`config.mk`:
```
export PLATFORM = sky130hd
export DESIGN_NAME = rmbv_isqrt
export DESIGN_NICKNAME = d
export VERILOG_FILES = /design/src/hw/rtl/rmbv_isqrt.sv
export SDC_FILE = /design/constraint.sdc
export NUM_CORES = 1
export LEC_CHECK = 0
export ABC_AREA = 1
export BUFFER_PORTS_ARGS = -buffer_cell sky130_fd_sc_hd__buf_2
export CAP_MARGIN = 20
export CORE_MARGIN = 2
export CORE_UTILIZATION = 30
export CTS_CLUSTER_SIZE = 14
export DETAILED_ROUTE_END_ITERATION = 8
export GPL_ROUTABILITY_DRIVEN = 0
export PLACE_DENSITY = 0.51
export SETUP_SLACK_MARGIN = 0.02
export SKIP_LAST_GASP = 1
export SYNTH_ARGS = -nofsm -noshare
export SYNTH_HDL_FRONTEND = slang
export SYNTH_SLANG_ARGS = --single-unit
```
`constraint.sdc`:
```
create_clock -name clock -period 4.8 [get_ports clock]
set_input_delay 0.24 -clock clock [delete_from_list [all_inputs] [get_ports clock]]
set_output_delay 0.24 -clock clock [all_outputs]
set_load 0.03 [all_outputs]
```
`src/hw/rtl/rmbv_isqrt.sv`:
```
// ----------------------------------------------------------------------------
// rmbv_isqrt
// Pipelined integer square root, one result bit per stage, with side payload.
// ----------------------------------------------------------------------------
module rmbv_isqrt #(
   parameter int IN_W  = 32,
   parameter int PAY_W = 1
) (
   input  logic                 clock,
   input  logic                 reset,
   input  logic                 adv,
   input  logic                 in_valid,
   input  logic [IN_W-1:0]      in_radicand,
   input  logic [PAY_W-1:0]     in_payload,
   output logic                 out_valid,
   output logic [IN_W/2-1:0]    out_root,
   output logic [PAY_W-1:0]     out_payload
);

   localparam int OUT_W = IN_W / 2;
   localparam int RW    = OUT_W + 2;

   logic              valid_ff [OUT_W];
   logic [RW-1:0]     rem_ff   [OUT_W];
   logic [OUT_W-1:0]  root_ff  [OUT_W];
   logic [IN_W-1:0]   rad_ff   [OUT_W];
   logic [PAY_W-1:0]  pay_ff   [OUT_W];

   for (genvar j = 0; j < OUT_W; j++) begin : g_stage
      logic              val_prev;
      logic [RW-1:0]     rem_prev;
      logic [OUT_W-1:0]  root_prev;
      logic [IN_W-1:0]   rad_prev;
      logic [PAY_W-1:0]  pay_prev;
      logic [RW-1:0]     rem_sh;
      logic [RW-1:0]     trial;
      logic [RW-1:0]     rem_in;
      logic [OUT_W-1:0]  root_in;

      if (j == 0) begin : g_first
         assign val_prev  = in_valid;
         assign rem_prev  = '0;
         assign root_prev = '0;
         assign rad_prev  = in_radicand;
         assign pay_prev  = in_payload;
      end else begin : g_next
         assign val_prev  = valid_ff[j-1];
         assign rem_prev  = rem_ff[j-1];
         assign root_prev = root_ff[j-1];
         assign rad_prev  = rad_ff[j-1];
         assign pay_prev  = pay_ff[j-1];
      end

      // bring down the next bit pair and try the next root bit
      assign rem_sh = {rem_prev[RW-3:0], rad_prev[2*(OUT_W-1-j)+1 -: 2]};
      assign trial  = {root_prev, 2'b01};

      always_comb begin
         if (rem_sh >= trial) begin
            rem_in  = rem_sh - trial;
            root_in = {root_prev[OUT_W-2:0], 1'b1};
         end else begin
            rem_in  = rem_sh;
            root_in = {root_prev[OUT_W-2:0], 1'b0};
         end
      end

      always_ff @(posedge clock) begin
         if (reset) begin
            valid_ff[j] <= 1'b0;
         end else if (adv) begin
            valid_ff[j] <= val_prev;
         end
         if (adv) begin
            rem_ff[j]  <= rem_in;
            root_ff[j] <= root_in;
            rad_ff[j]  <= rad_prev;
            pay_ff[j]  <= pay_prev;
         end
      end
   end

   assign out_valid   = valid_ff[OUT_W-1];
   assign out_root    = root_ff[OUT_W-1];
   assign out_payload = pay_ff[OUT_W-1];

endmodule

```
==> results.md <==
- # port buffers: 54
- Top cells by count, synth: 957 x nand2_1, 632 x edfxtp_1, 582 x inv_1, 234 x nor2_1, 215 x nand3_1
- Worst Hold Class: primary input to flip-flop
- Number of routed nets with antenna violations: 0
- Final period util: 53.6%
- Main synth FF type: edfxtp_1
- Mapped Area: 0.0322 mm2
- FF/Latch Area: 0.0190 mm2
- Sequential area share after synthesis: 58.9%
- Hold Buf Count CTS: 35
- Worst skew pair latency: 0.63 ns
- CP Class: flip-flop to flip-flop
- Flops & latches, synth: 632
- Critical Path AT: 2.93 ns
- Via/cell ratio: 4.35
- P&R area growth vs syn: 14.0%
- Grt met2 use: 19.0%
- Crit-path cells: inv_1 -> ha_1 -> a21oi_1 -> nand3_1 -> nand2_1 -> nand2_1 -> nor2_2 -> inv_1 -> nand2_1 -> inv_1
- Reg clk slew, reported paths: 0.06 ns
- Crit-path max cell delay: 0.62 ns
- CTS sink count: 632
- Leak pwr: 16.2 nW
- Io pins: 55
- GRT Max-Usage Layer: met2
- Total Power: 15.0 mW
- Largest cells by area after synthesis: edfxtp_1 59%, nand2_1 11%, inv_1 6.8%
- Std cell rows: 120
- CTS tree: yes
- VDD IR max: 0.271 mV
- Inserted Diodes: 0
- Detailed Route Iter0 Violations: 1490
- Warnings, synthesis: 0
- Starting Density: 30.2%
- Drt pass-1 iters: 6
- Worst setup SP type: flip-flop
- WP buf/inv: 3
- Syn Nets: 3487
- First-pass GRT wire length: 108000 um
- Post-CTS Resized: 0
- Largest net degree at the start of global routing: 134
- Required time of the worst setup path: 5.16 ns
- GRT Total Usage: 12.1%
- Synthesized area per cell: 9.77 um2
- Core region area: 0.107 mm2
- Cell taking the most area after synthesis: edfxtp_1
- Wire length per cell: 13.6 um
- DP HPWL: 48500 um
- Share of layout cells above drive strength 1: 7.64%
- Fmax: 388 MHz
- Fill cells: 10.8k
- Full die area: 0.110 mm2
- Relative slew margins: 46.5%
- Max-slew violation total from the final report: 0
- Met1 Use GR: 16.9%
- Total power per unit cell area: 410 mW/mm2
- Tmin final: 2.57 ns
- Initial antenna violation count: 0
- Top-count cell post-synth: nand2_1
- Total wire length: 66800 um
- CTS Buf Count: 74
- Die width: 332 um
- Gate Count Post-Synth: 3298
- Total grt overflow: 0
- CTS Root Buffer Type: clkbuf_16
- Total negative slack: 0 ns
- Slowest CP cell: nor2_2
- Die height: 332 um
- Top cell type's share of synthesized area: 58.9%
- Crit path capture type: flip-flop
- Max-cap violation count: 0
- Vias in the first global route: 20.5k
- Number of synthesized flops with an enable pin: 632
- Met3 usage: 2.29%
- Post-CTS setup buffers: 0
- Status: completed
- Setup-failing EPs final: 0
- # DRC: 0
- Longest Clk Path Bufs: 3
- Final Hold Violating Endpoints: 0
- H-Tree Depth: 3
- Via count: 21.3k
- Critical path's top delay family: simple AND/OR/NAND/NOR gates
- Synth cell types: 47
- Net total in the final layout: 3631
- Clock Skew: 0.0354 ns
- Multi-input logic area: 0.0107 mm2
- Async SR Flop Fraction: 0%
- Worst-margin pin slew: 0.802 ns
- Crit Path Max Fanout: 21
- Unrepaired setup endpoints after global routing: false
[per-layer routing]
layer  vias up  share of wire (%)
li1      11100                  -
met1      9791                 49
met2       343                 45
met3        94                4.3
met4         0                2.1
met5         -                  0
[cell type report]
class | count | share of cell area (%)
sequential | 632 | 51.7
inverter | 594 | 6.08
timing repair buffer | 96 | 2.03
clock buffer | 88 | 5.36
tap | 1403 | 4.78
multi-input combinational | 2044 | 29.2
clock inverter | 41 | 0.855
[sequential cells by signal (all words and copies together) (netlist names)]
signal    count
valid_ff     16
root_ff     136
pay_ff       16
rem_ff      224
rad_ff      240
[through the flow]
step / util (%) / area [um2] / std cells / setup slack (ns) / hold WS (ns)
2_1_floorplan: - / 32200 / 3298 / 2.91 / 0.339
3_3_place_gp: 31.9 / 34100 / 4734 / 2.28 / 0.400
3_5_place_dp: 31.9 / 34100 / 4734 / 2.26 / 0.405
5_1_grt: 34.4 / 36700 / 4898 / 1.96 / 0.120
4_1_cts: 34.4 / 36700 / 4898 / 2.22 / 0.0960
6_report: 34.4 / 36700 / 4898 / 2.23 / 0.102
[placed cells by master, fill, tap and decap left out, types with 16 or more instances in the layout]
| master | instances |
|---|---|
| inv_1 | 582 |
| o21ai_2 | 22 |
| clkbuf_16 | 77 |
| nor2_1 | 234 |
| xnor2_1 | 28 |
| nor3_1 | 33 |
| nand3b_1 | 25 |
| o21ai_0 | 46 |
| xor2_1 | 58 |
| nand3_1 | 215 |
| ha_1 | 152 |
| clkinv_1 | 20 |
| nand4_1 | 51 |
| nand3_2 | 16 |
| nand2_1 | 957 |
| dlygate4sd3_1 | 35 |
| edfxtp_1 | 632 |
| a21oi_1 | 97 |
| buf_2 | 53 |
| o21ai_1 | 16 |
[final timing paths]
path,from,to,slack (ns),depth (start not counted)
min reg2reg,rad_ff[1][65],rad_ff[1][97],0.39,0
min,adv,rad_ff[0][0],0.10,1
max,root_ff[0][67],rem_ff[0][101],2.23,10
max reg2reg,root_ff[0][67],rem_ff[0][101],2.23,10
[logic make-up (layout without fill, tap and decap cells)]
| family | Yosys count | in the layout | synth area share (%) |
|---|---|---|---|
| AO/OA/AOI/OAI | 209 | 209 | 3.80 |
| XOR/XNOR | 86 | 86 | 2.34 |
| adder cells (fa/ha/maj) | 152 | 152 | 5.90 |
| buffers and inverters | 622 | 819 | 7.77 |
| flip-flops | 632 | 632 | 58.9 |
| other | 1 | 1 | 0.0116 |
| AND/OR/NAND/NOR | 1596 | 1596 | 21.3 |
[worst reg2reg max path, cell delays in order, from the launching register on]
cell	delay (ns)
edfxtp_1	0.38
inv_1	0.09
ha_1	0.27
a21oi_1	0.24
nand3_1	0.19
nand2_1	0.12
nand2_1	0.08
nor2_2	0.62
inv_1	0.17
nand2_1	0.11
inv_1	0.04
[report_power, final]
group	internal [mW]	total [mW]	leakage [nW]	switching, mW
registers	6.78	7.09	6.09	0.313
clock network	3.08	5.31	1.11	2.23
logic	0.930	2.64	9.04	1.71
total	10.8	15.0	16.2	4.25
No activity file was read; power rests on OpenSTA's default activity.
